--- src/hw/rtl/djbhp_pkg.sv ---
package djbhp_pkg;

    localparam int HASH_W      = 64;
    localparam int CHAR_W      = 8;
    localparam int PART_W      = 16;
    localparam int DIV_STEPS   = HASH_W;
    localparam int STEP_CNT_W  = $clog2(DIV_STEPS);

    localparam logic [HASH_W-1:0] HASH_SEED = 64'd5381;
    localparam logic [CHAR_W-1:0] KEY_END   = 8'd0;
    localparam logic [PART_W-1:0] PART_MIN  = 16'd1;

    typedef enum logic [1:0] {
        DIV_IDLE,
        DIV_RUN,
        DIV_DONE
    } div_state_t;

    // commands from the controller to the datapath
    typedef struct packed {
        logic take_char;
        logic start_div;
        logic step_div;
        logic load_out;
    } dp_cmd_t;

    // status from the datapath to the controller
    typedef struct packed {
        logic key_end;
        logic out_free;
    } dp_status_t;

endpackage

--- src/hw/rtl/djbhp_ctrl.sv ---
module djbhp_ctrl
    import djbhp_pkg::*;
(
    input  logic       clk,
    input  logic       rst_n,
    input  logic       key_valid,
    output logic       key_ready,
    input  dp_status_t status,
    output dp_cmd_t    cmd
);

    div_state_t            state_reg;
    div_state_t            state_next;
    logic [STEP_CNT_W-1:0] count_reg;
    logic [STEP_CNT_W-1:0] count_next;

    // advance state and step counter
    always_ff @(posedge clk or negedge rst_n)
    begin
        if (!rst_n)
        begin
            state_reg <= DIV_IDLE;
            count_reg <= '0;
        end
        else
        begin
            state_reg <= state_next;
            count_reg <= count_next;
        end
    end

    // key characters stream freely; a terminator waits for an idle divider
    always_comb
    begin
        key_ready     = !status.key_end || (state_reg == DIV_IDLE);
        cmd.take_char = key_valid && key_ready;
        cmd.start_div = cmd.take_char && status.key_end;
        cmd.step_div  = 1'b0;
        cmd.load_out  = 1'b0;
        state_next    = state_reg;
        count_next    = count_reg;

        case (state_reg)
            DIV_IDLE:
            begin
                if (cmd.start_div)
                begin
                    state_next = DIV_RUN;
                    count_next = '0;
                end
            end
            DIV_RUN:
            begin
                cmd.step_div = 1'b1;
                if (count_reg == STEP_CNT_W'(DIV_STEPS - 1))
                begin
                    state_next = DIV_DONE;
                end
                else
                begin
                    count_next = count_reg + 1'b1;
                end
            end
            DIV_DONE:
            begin
                if (status.out_free)
                begin
                    cmd.load_out = 1'b1;
                    state_next   = DIV_IDLE;
                end
            end
            default:
            begin
                state_next = DIV_IDLE;
            end
        endcase
    end

endmodule

--- config.mk ---
export PLATFORM = sky130hd
export DESIGN_NAME = djbhp_ctrl
export DESIGN_NICKNAME = d
export VERILOG_FILES = /design/src/hw/rtl/djbhp_pkg.sv /design/src/hw/rtl/djbhp_ctrl.sv
export SDC_FILE = /design/constraint.sdc
export NUM_CORES = 1
export LEC_CHECK = 0
export BUFFER_PORTS_ARGS = -buffer_cell sky130_fd_sc_hd__buf_4
export CORE_AREA = 4 4 41 43
export CTS_CLUSTER_DIAMETER = 150
export CTS_CLUSTER_SIZE = 14
export DETAILED_ROUTE_END_ITERATION = 10
export DIE_AREA = 0 0 45 47
export GPL_TIMING_DRIVEN = 0
export HOLD_SLACK_MARGIN = 0.15
export PLACE_DENSITY = 0.65
export RECOVER_POWER = 100
export SYNTH_ARGS = -nofsm -noshare
export SYNTH_HDL_FRONTEND = slang
export SYNTH_SLANG_ARGS = --single-unit
--- constraint.sdc ---
create_clock -name clk -period 1.6 [get_ports clk]
set_input_delay 0.08 -clock clk [delete_from_list [all_inputs] [get_ports clk]]
set_output_delay 0.08 -clock clk [all_outputs]
set_load 0.02 [all_outputs]
==> Word-level counts from Yosys, hierarchy flattened <==
Cells that the tools add are included.
{ "totals": {"ff_bits": 8, "out_inout_bits": 5, "word_cells": 28} }
{ "op_classes": {"n_addsub": 1, "eq_ne": 7, "n_mux": 10, "n_reduce_logical": 8} }
{ "op_table": {"columns": ["op", "n"], "rows": [
  ["$mux W6", 2],
  ["$pmux W6 S2", 1],
  ["$ne A2 B2 Y1 const B", 4],
  ["$add A6 B1 Y6 const B", 1],
  ["$eq A6 B6 Y1 const B", 1],
  ["$mux W2", 3],
  ["$pmux W2 S3", 1],
  ["$reduce_and A3 Y1", 2],
  ["$mux W1", 3],
  ["$eq A2 B1 Y1 const B", 1],
  ["$eq A2 B2 Y1 const B", 1],
  ["$logic_and A1 B1 Y1", 2],
  ["$logic_not A2 Y1", 1],
  ["$reduce_bool A2 Y1", 1],
  ["$logic_not A1 Y1", 1],
  ["$logic_or A1 B1 Y1", 1]
]} }

==> Depth between registers and ports, before layout <==
{ "logic_depth": {"ltp_word": 6, "ltp_mapped": 5, "mapped_depth_nobuf": 4} }

==> Worst setup path after synthesis <==
No wires, ideal clock.
{ "synth_path": {"path_type": "register to register", "startpoint": "register count_reg[0]", "endpoint": "register count_reg[5]", "setup_ns": 0.126, "arrival_ns": 1.381, "required_time_ns": 1.474, "setup_slack_ns": 0.092, "path_stages_with_launch": 6, "path_buffers": 1, "synth_period_minus_slack_ns": 1.508, "path_cell_list": "dfrtp_1 > ha_1 > and3_1 > buf_2 > o211a_1 > a311o_1"} }
{ "synth_via": {"elab_chain_len": 3, "word_cells_on_any_way": 6, "cone_classes": "add/sub (1); eq/ne (2); mux (2); reduce/logical (1)"} }
{ "synth_rtl": {"columns": ["element", "line", "rtl"], "rows": [
  ["start: declaration", "djbhp_ctrl.sv:14", "logic [STEP_CNT_W-1:0] count_reg;"],
  ["start signal: assignment", "djbhp_ctrl.sv:28", "count_reg <= count_next;"],
  ["$add A6 B1 Y6 / $eq A6 B6 Y1 (equally long branches)", "djbhp_ctrl.sv:61, djbhp_ctrl.sv:55", null],
  ["$mux W6 / $ne A2 B2 Y1 (equally long branches)", null, null],
  ["$pmux W6 S2 / $reduce_and A3 Y1 (equally long branches)", null, null]
]} }
Several ways; a longest one is shown, not always the timed one. The select of a mux whose other input is x is not followed.
A chain may end at the register's enable or synchronous reset.

==> Worst setup path in the final report <==
Ends and elaborated chain as after synthesis.

==> results_dict.tcl <==
set metrics [dict create \
    hold_viol 0 \
    run_status "complete, no violations" \
    cts_sinks 8 \
    final_util_pct 47.3 \
    syn_inst 49 \
    clk_latency_ps 250 \
    synth.distinct_cells 28 \
    wirelength_microns 1100 \
    ys_seq_area_share_pct 42.0 \
    rsz0062_at_grt "false" \
    diodes 0 \
    p_leak_nw 0.277 \
    syn_area_sq_um 477 \
    startpoint_type "flip-flop" \
    htreeDepth 1 \
    grt_max_degree 11 \
    clk_pin_slew_ps 60 \
    min_period_ps 1530 \
    cp_data_required_time_ps 1740 \
    critPathArrivalTime_ps 1670 \
    antenna_found_initial 0 \
    port_buffers 9 \
    placed_cell_area_sq_um 563 \
    dr.pass1.iters 4 \
    setup_viol 0 \
    relSlewSlack_pct 69.4 \
    cpPeakStageDelay_ps 440 \
    crit_fanout 6 \
    drv_slew 0 \
    fmax_ghz 0.652 \
    worstSetupPathType "reg2reg" \
    grt.total_usage_pct 13.3 \
    yosysWarnings 0 \
    fin_worst_skew_ps 1.64 \
    die_area_sq_um 2120 \
    grt_pass1_vias 413 \
    clockRootBuffer "clkbuf_4" \
    fin_crit_sh_pct 95.8 \
    synth_top_area_cell "dfrtp_1" \
    syn2layout_area_growth_pct 29.1 \
    async_reset_ff_share_pct 100 \
    die_w_microns 45 \
    power_density_nw_per_um2 1820 \
    vias 435 \
    dp_hpwl_microns 760 \
    die_y_microns 47 \
    ys.flop_type "dfrtp_1" \
    viasPerCell 5.51 \
    synth_edf_count 0 \
    cts_buffer_depth 2 \
    synth_nets 55 \
    fin_nets 72 \
    grt_pass1_wl_microns 1900 \
    drc 0 \
    wire_per_inst_microns 14.0 \
    ys_ff_latch 8 \
    avgSynthCellArea_sq_um 9.73 \
    core-area_sq_um 1300 \
    hp-class "in2reg" \
    drive_gt1_share_pct 26.6 \
    final_cell_mix "buf_4, dfrtp_1, a21oi_1" \
    final_common_cell "buf_4" \
    final_cell_area_sq_um 616 \
    initial_core_util_pct 36.6 \
    cp_slowest_cell "dfrtp_2" \
    synth_top_area_share_pct 42.0 \
    tightest_slew_ps 458 \
    place_congestion 0.847 \
    power_mw 1.12 \
    crit_path_end_kind "flip-flop" \
    largest_reg_flops 6 \
    maxCapViolCount 0 \
    worstPathCellList "ha_4 > and3_1 > buf_2 > o211a_1 > a311o_1" \
    ios 10 \
    grt-ovfl-total 0 \
    cts_made_buffers 3 \
    drtIter0Drc 7 \
    rows 13 \
    postRouteAntennaNets 0 \
    peakVddDrop_v 0.000729 \
    cts_tree "built" \
    synthTopCellsByArea "dfrtp_1, a21oi_1, and2_1" \
]
worst max-delay path: cells and delay by family (launching register included):
kind                     cells  cell delay [ps]
flip-flops                   1              440
adder cells (fa/ha/maj)      1              180
buffers and inverters        1              150
AND/OR/NAND/NOR              1              170
AO/OA/AOI/OAI                2              460
final cells by class:
type                    instances  area [sq um]
multi-input cells              35           260
repair buffers                 12          87.6
well taps                      15          18.8
flip-flops and latches          8           201
inverters                       4          15.0
plain buffers                   2          10.0
fillers                       130           686
clock buffers                   3          22.5
layer usage:
metal	vias to the layer above	wire, microns	track usage, %	share of wire, %
li1	224	-	-	-
met4	0	25	8.77	2.3
met5	-	0	0	0
met1	197	488	17.4	44
met2	10	527	19.5	48
met3	4	63	3.07	5.7
path summary, 6_finish.rpt:
kind	startpoint	endpoint	slack [ps]	depth (start not counted)
max in group asynchronous	rst_n	count_reg[0]$_DFFE_PN0P_	940	2
worst max register to register	count_reg[0]$_DFFE_PN0P_	count_reg[5]$_DFFE_PN0P_	70	5
worst min register to register	count_reg[4]$_DFFE_PN0P_	count_reg[4]$_DFFE_PN0P_	520	1
worst max-delay path	count_reg[0]$_DFFE_PN0P_	count_reg[5]$_DFFE_PN0P_	70	5
min in group asynchronous	rst_n	count_reg[5]$_DFFE_PN0P_	320	2
worst min-delay path	status[1]	state_reg[0]$_DFFE_PN0P_	210	3
cells in the mapped netlist (all sizes together) (2+ instances only):
| cell type | count |
|---|---|
| inv | 4 |
| a21oi | 5 |
| and2 | 3 |
| buf | 2 |
| o21ai | 3 |
| a211oi | 2 |
| o31ai | 2 |
| nand3 | 2 |
| nand2 | 2 |
| o311ai | 2 |
| dfrtp | 8 |
stage by stage:
step                std cells  setup TNS (ps)  worst slack [ps]  hold WS [ps]
floorplan                  49               0              92.3          -216
global placement           73               0              2.86         -95.5
detailed placement         73           -10.4             -10.4         -89.9
CTS                        78               0              1.53           169
global route               79               0              13.6           239
finish                     79               0              66.6           208
power by group:
group          total (mW)  internal (mW)  switching (mW)  leakage (nW)
Combinational       0.556          0.262           0.294         0.171
Sequential          0.409          0.302           0.107        0.0928
Clock               0.158         0.0861          0.0718        0.0138
cell families after synthesis:
family | share of synthesized area, %
fa+ha+maj | 2.62
mux | 2.10
flops | 42.0
buf+inv | 5.25
compound gates | 26.2
simple gates | 21.8
timing repair:
action / 4_1_cts / 5_1_grt
endpoints found under the setup margin: 2 / 5
setup buffers: 0 / 1
endpoints found under the hold margin: 9 / 0
resized for setup: 1 / 3
hold buffers: 2 / 0
Power figures use the tool's default switching activity.
