**src/hw/rtl/djbhp_pkg.sv**
```systemverilog
package djbhp_pkg;

    localparam int HASH_W      = 64;
    localparam int CHAR_W      = 8;
    localparam int PART_W      = 16;
    localparam int DIV_STEPS   = HASH_W;
    localparam int STEP_CNT_W  = $clog2(DIV_STEPS);

    localparam logic [HASH_W-1:0] HASH_SEED = 64'd5381;
    localparam logic [CHAR_W-1:0] KEY_END   = 8'd0;
    localparam logic [PART_W-1:0] PART_MIN  = 16'd1;

    typedef enum logic [1:0] {
        DIV_IDLE,
        DIV_RUN,
        DIV_DONE
    } div_state_t;

    // commands from the controller to the datapath
    typedef struct packed {
        logic take_char;
        logic start_div;
        logic step_div;
        logic load_out;
    } dp_cmd_t;

    // status from the datapath to the controller
    typedef struct packed {
        logic key_end;
        logic out_free;
    } dp_status_t;

endpackage

```
**src/hw/rtl/djbhp_dp.sv**
```systemverilog
module djbhp_dp
    import djbhp_pkg::*;
(
    input  logic              clk,
    input  logic              rst_n,
    input  logic [CHAR_W-1:0] key_char,
    input  logic              cfg_we,
    input  logic [PART_W-1:0] cfg_count,
    input  logic              out_ready,
    output logic              out_valid,
    output logic [PART_W-1:0] partition_index,
    input  dp_cmd_t           cmd,
    output dp_status_t        status
);

    logic [HASH_W-1:0] hash_reg;
    logic [HASH_W-1:0] hash_next;
    logic [HASH_W-1:0] dvd_reg;
    logic [PART_W-1:0] rem_reg;
    logic [PART_W-1:0] rem_next;
    logic [PART_W-1:0] div_reg;
    logic [PART_W-1:0] out_reg;
    logic              out_valid_reg;
    logic [PART_W:0]   trial;
    logic [PART_W:0]   diff;
    logic [HASH_W-1:0] char_ext;

    assign status.key_end  = (key_char == KEY_END);
    assign status.out_free = !out_valid_reg || out_ready;
    assign out_valid       = out_valid_reg;
    assign partition_index = out_reg;

    // hash*33 plus the sign-extended character
    always_comb
    begin
        char_ext  = {{(HASH_W-CHAR_W){key_char[CHAR_W-1]}}, key_char};
        hash_next = (hash_reg << 5) + hash_reg + char_ext;
    end

    // one restoring division step: shift in a dividend bit, subtract if it fits
    always_comb
    begin
        trial = {rem_reg, dvd_reg[HASH_W-1]};
        diff  = trial - {1'b0, div_reg};
        if (diff[PART_W])
        begin
            rem_next = trial[PART_W-1:0];
        end
        else
        begin
            rem_next = diff[PART_W-1:0];
        end
    end

    // hold running hash and partition count
    always_ff @(posedge clk or negedge rst_n)
    begin
        if (!rst_n)
        begin
            hash_reg <= HASH_SEED;
            div_reg  <= PART_MIN;
        end
        else
        begin
            if (cmd.take_char)
            begin
                hash_reg <= status.key_end ? HASH_SEED : hash_next;
            end
            if (cfg_we)
            begin
                div_reg <= (cfg_count == '0) ? PART_MIN : cfg_count;
            end
        end
    end

    // divider registers: load the finished hash, then step once per cycle
    always_ff @(posedge clk)
    begin
        if (cmd.start_div)
        begin
            dvd_reg <= hash_reg;
            rem_reg <= '0;
        end
        else if (cmd.step_div)
        begin
            dvd_reg <= {dvd_reg[HASH_W-2:0], 1'b0};
            rem_reg <= rem_next;
        end
    end

    // output beat register
    always_ff @(posedge clk)
    begin
        if (cmd.load_out)
        begin
            out_reg <= rem_reg;
        end
    end

    always_ff @(posedge clk or negedge rst_n)
    begin
        if (!rst_n)
        begin
            out_valid_reg <= 1'b0;
        end
        else if (cmd.load_out)
        begin
            out_valid_reg <= 1'b1;
        end
        else if (out_ready)
        begin
            out_valid_reg <= 1'b0;
        end
    end

endmodule

```
**config.mk**
```make
export PLATFORM = sky130hd
export DESIGN_NAME = djbhp_dp
export DESIGN_NICKNAME = d
export VERILOG_FILES = /design/src/hw/rtl/djbhp_pkg.sv /design/src/hw/rtl/djbhp_dp.sv
export SDC_FILE = /design/constraint.sdc
export NUM_CORES = 1
export LEC_CHECK = 0
export BUFFER_PORTS_ARGS = -buffer_cell sky130_fd_sc_hd__buf_2
export CORE_MARGIN = 2
export CORE_UTILIZATION = 40
export CTS_CLUSTER_SIZE = 40
export DETAILED_ROUTE_END_ITERATION = 12
export GPL_TIMING_DRIVEN = 0
export PLACE_DENSITY = 0.67
export SYNTH_ARGS = -nofsm -noshare
export SYNTH_HDL_FRONTEND = slang
export SYNTH_SLANG_ARGS = --single-unit
```
**constraint.sdc**
```tcl
create_clock -name clk -period 4.52 [get_ports clk]
set_clock_uncertainty 0.05 [all_clocks]
set_input_delay 0.904 -clock clk [delete_from_list [all_inputs] [get_ports clk]]
set_output_delay 0.904 -clock clk [all_outputs]
set_load 0.1 [all_outputs]
```
# --- Yosys cells after proc, flatten, opt, wreduce, memory -nomap -nowiden ---
# Index checks and enable logic that the tools add are counted.
classes:
  n_mux: 7
  n_reduce_logical: 6
  n_addsub: 3
ops:
  columns: ["operator", "count"]
  rows:
  - ["64-bit two-way mux", 3]
  - ["64-bit adder", 2]
  - ["16-bit two-way mux", 2]
  - ["17-bit by 16-bit subtractor with 17-bit output", 1]
  - ["16-bit logical NOT", 1]
  - ["8-bit logical NOT", 1]
  - ["2-bit nonzero test", 2]
  - ["1-bit two-way mux", 2]
  - ["1-bit logical NOT", 1]
  - ["1-bit logical OR", 1]
word_totals:
  output_inout_bits: 19
  regBits: 177
  elab_cells: 22
  inputBits: 32

# --- Longest topological paths before layout ---
logic_depth:
  word_depth: 3
  ltp_mapped: 14
  depth_no_buf: 14

# --- Worst setup path after synthesis ---
# No wires, ideal clock.
synth_path:
  path_type: "input to register"
  start: "input key_char[7]"
  end: "register hash_reg[60]"
  setup_slack_ns: 0.558
  required_ns: 4.348
  t_arrival_ns: 3.791
  path_buffers: 1
  cell_stages: 12
  setup_ns: 0.122
  cell_sequence: "fa_1 ha_1 buf_4 a21o_1 a31o_2 a221oi_1 nand3_1 a22o_1 a21o_4 a21o_1 or4_1 a32o_1"
synth_via:
  elab_chain_len: 2
  elab_cells_between_ends: 3
  cone_classes: "add/sub: 1; mux: 1; reduce/logical: 1"
synth_rtl:
  columns: ["item", "line_no", "text"]
  rows:
  - ["from (decl)", "djbhp_dp.sv:6", "input logic [CHAR_W-1:0] key_char,"]
  - ["64-bit adder / 8-bit logical NOT (equally long branches)", "djbhp_dp.sv:37, djbhp_dp.sv:28", null]
  - ["64-bit two-way mux (*)", "djbhp_dp.sv:67", "hash_reg <= status.key_end ? HASH_SEED : hash_next;"]
  - ["to (signal assigned)", "djbhp_dp.sv:67", null]
  - ["to (decl)", "djbhp_dp.sv:16", "logic [HASH_W-1:0] hash_reg;"]
# Mark *: on every way between the ends. The rest lies on a longest branch, timed or not.
# A chain may end at the register's enable or synchronous reset.

# --- Worst setup path in the final report ---
layout_path:
  start: "input key_char[7]"
  end: "register hash_reg[56]"
# The elaborated chain is that of the path after synthesis.

==> results by group <==
Route
  – Drt total wl: about 29 mm
  – Final antenna-violating net count: 0
  – First-pass DRT Iterations: 5
  – Initial DRC count: 708
  – Vias: 9,222
  – Via density: 5.66
  – Per-cell routed wire length: around 18 um
  – Post-route DRC: 0

Yosys
  – Post-synth EDFFs: 80
  – Syn Nets: approximately 1,300
  – Avg Inst Size Synth: ~11 um2
  – Area leader, netlist: edfxtp_1
  – Yosys reg bits: about 180
  – Mapped Cells: approximately 1,200
  – Asr flop ratio synth: roughly 46%
  – Seq/Total Area, Yosys: 38.5%
  – Yosys cell types: 75
  – Top-area cell type share of the netlist area: 19.4%
  – Cells taking the most area after synthesis: edfxtp_1 19%, dfrtp_1 15%, fa_1 9.7%
  – Yosys warning count: 0
  – Ys flop type: edfxtp_1
  – Mapped cell area: 12,400 um2

Setup path
  – Crit path DAT: approximately 4.6 ns
  – CP cell instances: buf_12 > bufbuf_16 > fa_1 > ha_1 > clkbuf_1 > nand4_1 > nor4_2 > a221oi_1 > nand3_1 > a22o_1 > a21o_4 > a211oi_1 > o21ai_0 > xnor2_1 > o2bb2ai_1
  – Worst endpoint required time: approximately 4.8 ns
  – Critical Setup Path Class: in2reg
  – Critical Path End Type: register
  – CP max-delay cell: fa_1
  – Worst-path fanout max: 28
  – Worst path buffer plus inverter count: 3
  – CP peak stage delay: ~0.43 ns
  – Critical path launch point type: primary input
  – Crit-path leading delay family: compound AO/OA/AOI/OAI gates

Worst hold path
  – Class of the worst hold path: in2async

Floorplanning
  – Initial Utilization: a little over 40%
  – # IOs: 51
  – Die footprint: 32,300 um2
  – Die H: 180 um
  – # rows: between 60 and 70
  – Core area: a little over 30,000 um2
  – Chip width: roughly 180 um

Global routing
  – Initial antenna violation count: 0
  – First-pass GRT wire length: approximately 48 mm
  – Met2 Track Usage GR: 31.1%
  – GR Layer Usage met3: under 10%
  – Largest net degree at the start of global routing: 65
  – All-Layer GR Usage: between 10% and 20%
  – Vias in the first global route: 9,365
  – Most Crowded Layer GR: met2
  – Met1 Usage GRT: 24.3%
  – Global route total overflow: 0

Final layout
  – Antenna fix cells: 0
  – Post-layout util: between 40% and 50%
  – Area Growth Syn to Fin: 11.9%
  – Nets: around 1,400
  – Share of layout cells above drive strength 1: between 10% and 20%
  – Finished Layout Cells: roughly 1,600

STA
  – Final setup fails: 0
  – Worst-margin pin slew: roughly 0.87 ns
  – Part of the cycle the worst path needs: 94.6%
  – Final min period: 4.28 ns
  – Hold Fails Final Rpt: 0
  – TNS Setup: 0 ns
  – Final Max Tran Viols: 0
  – F_max: around 230 MHz
  – Slew HR: between 40% and 50%
  – RSZ-0062 raised after global routing: false

Clocking
  – TritonCTS clock tree: built
  – Clock-pin slew on the worst setup and hold paths: 0.08 ns
  – Longest Clk Path Bufs: 2
  – CTS H-Tree Depth: 4
  – CTS Buf Count: 17
  – Root Buffer: clkbuf_16
  – CTS sink count: roughly 180
  – Clock Latency Late Sink: about 0.46 ns

Outcome
  – Outcome: complete, no violations

Placement
  – Final RePlAce weighted congestion: about 0.91
  – Placed cells: between 1,500 and 2,000
  – Detailed placement HPWL: 21.5 mm
  – IO Port Bufs: between 40 and 50

Flow run
  – Max-Cap Viols: 0
cells in the mapped netlist, types with 14 or more instances:
cell type / number
fa_1: 60
o21ai_0: 54
nor2_1: 62
nand3_1: 19
inv_1: 42
dfxtp_1: 16
a21oi_1: 80
xnor2_1: 40
o2bb2ai_1: 46
nor3_1: 14
a21o_1: 43
mux2_2: 63
ha_1: 83
clkbuf_1: 45
a211oi_1: 18
xor2_1: 32
edfxtp_1: 80
dfrtp_1: 75
nand4_1: 25
nand2_1: 77
logic make-up (layout without fill, tap and decap cells):
kind of cell	after synthesis	count (layout)	synth area share [%]
AO/OA/AOI/OAI	322	322	17.9
XOR/XNOR	73	73	5.33
adder cells (fa/ha/maj)	143	143	18.1
buffers and inverters	98	181	3.08
flip-flops	177	177	38.5
multiplexers	77	77	6.91
AND/OR/NAND/NOR	260	260	10.1
worst reg2reg max path, stage by stage (launching register included):
cell and delay, ns:
dfstp_2 0.55, inv_1 0.06, fa_1 0.50, inv_1 0.04
ha_1 0.35, a21oi_2 0.22, a21oi_1 0.13, o31ai_1 0.71
o22ai_1 0.27, a21o_4 0.31, a211oi_1 0.41, o21ai_0 0.21
xnor2_1 0.18, o2bb2ai_1 0.07
area by class of cell:
class | instances | area (um2)
Clock inverter | 15 | 164
Buffer | 54 | 215
Fill cell | 2841 | 16700
Sequential cell | 177 | 4760
Timing Repair Buffer | 51 | 345
Clock buffer | 17 | 425
Inverter | 44 | 165
Multi-Input combinational cell | 875 | 7260
Tap cell | 396 | 495
repair_timing:
| action | in CTS | in global routing |
|---|---|---|
| endpoints found under the setup margin | 12 | 17 |
| buffers inserted | 0 | 0 |
| hold buffers | 0 | 0 |
| cloned | 1 | 0 |
| resized for setup | 3 | 9 |
path summary, 6_finish.rpt:
path / from / endpoint / slack (ns) / depth (start not counted)
max: key_char[7] / hash_reg[56] / 0.24 / 15
min: rst_n / hash_reg[35] / 0.29 / 1
max reg2reg: hash_reg[0] / hash_reg[56] / 0.35 / 13
min reg2reg: rem_reg[9] / partition_index[9] / 0.46 / 0
max in group asynchronous: rst_n / div_reg[0] / 3.44 / 2
min in group clk: rem_reg[9] / partition_index[9] / 0.46 / 0
routing by layer:
metal	part of all wire (%)	up-vias
li1	-	4398
met1	46	4571
met2	48	223
met3	3.7	30
met4	2.0	0
met5	0	-
cells in the final DEF (no fill, tap or decap), types with 19 or more instances in the layout:
master | synthesis | final
ha_1 | 83 | 83
a21oi_1 | 80 | 80
edfxtp_1 | 80 | 80
nand2_1 | 77 | 77
dfrtp_1 | 75 | 75
mux2_2 | 63 | 63
nor2_1 | 62 | 62
fa_1 | 60 | 60
o21ai_0 | 54 | 53
buf_2 | 1 | 47
o2bb2ai_1 | 46 | 46
clkbuf_1 | 45 | 45
a21o_1 | 43 | 43
inv_1 | 42 | 42
xnor2_1 | 40 | 40
xor2_1 | 32 | 32
nand4_1 | 25 | 25
nand3_1 | 19 | 19
stage by stage:
step / setup WS, ns / hold WS, ns / cell area [um2]
CTS: 0.0758 / 0.287 / 13800
finish: 0.242 / 0.286 / 13800
global placement: -1.69 / 0.434 / 13100
floorplan: 0.558 / 0.400 / 12400
global route: 0.0114 / 0.289 / 13800
detailed placement: -0.779 / 0.441 / 13200
Power is not shown: default switching activity piles up to over one toggle a cycle in this logic, so the estimate is an artifact.
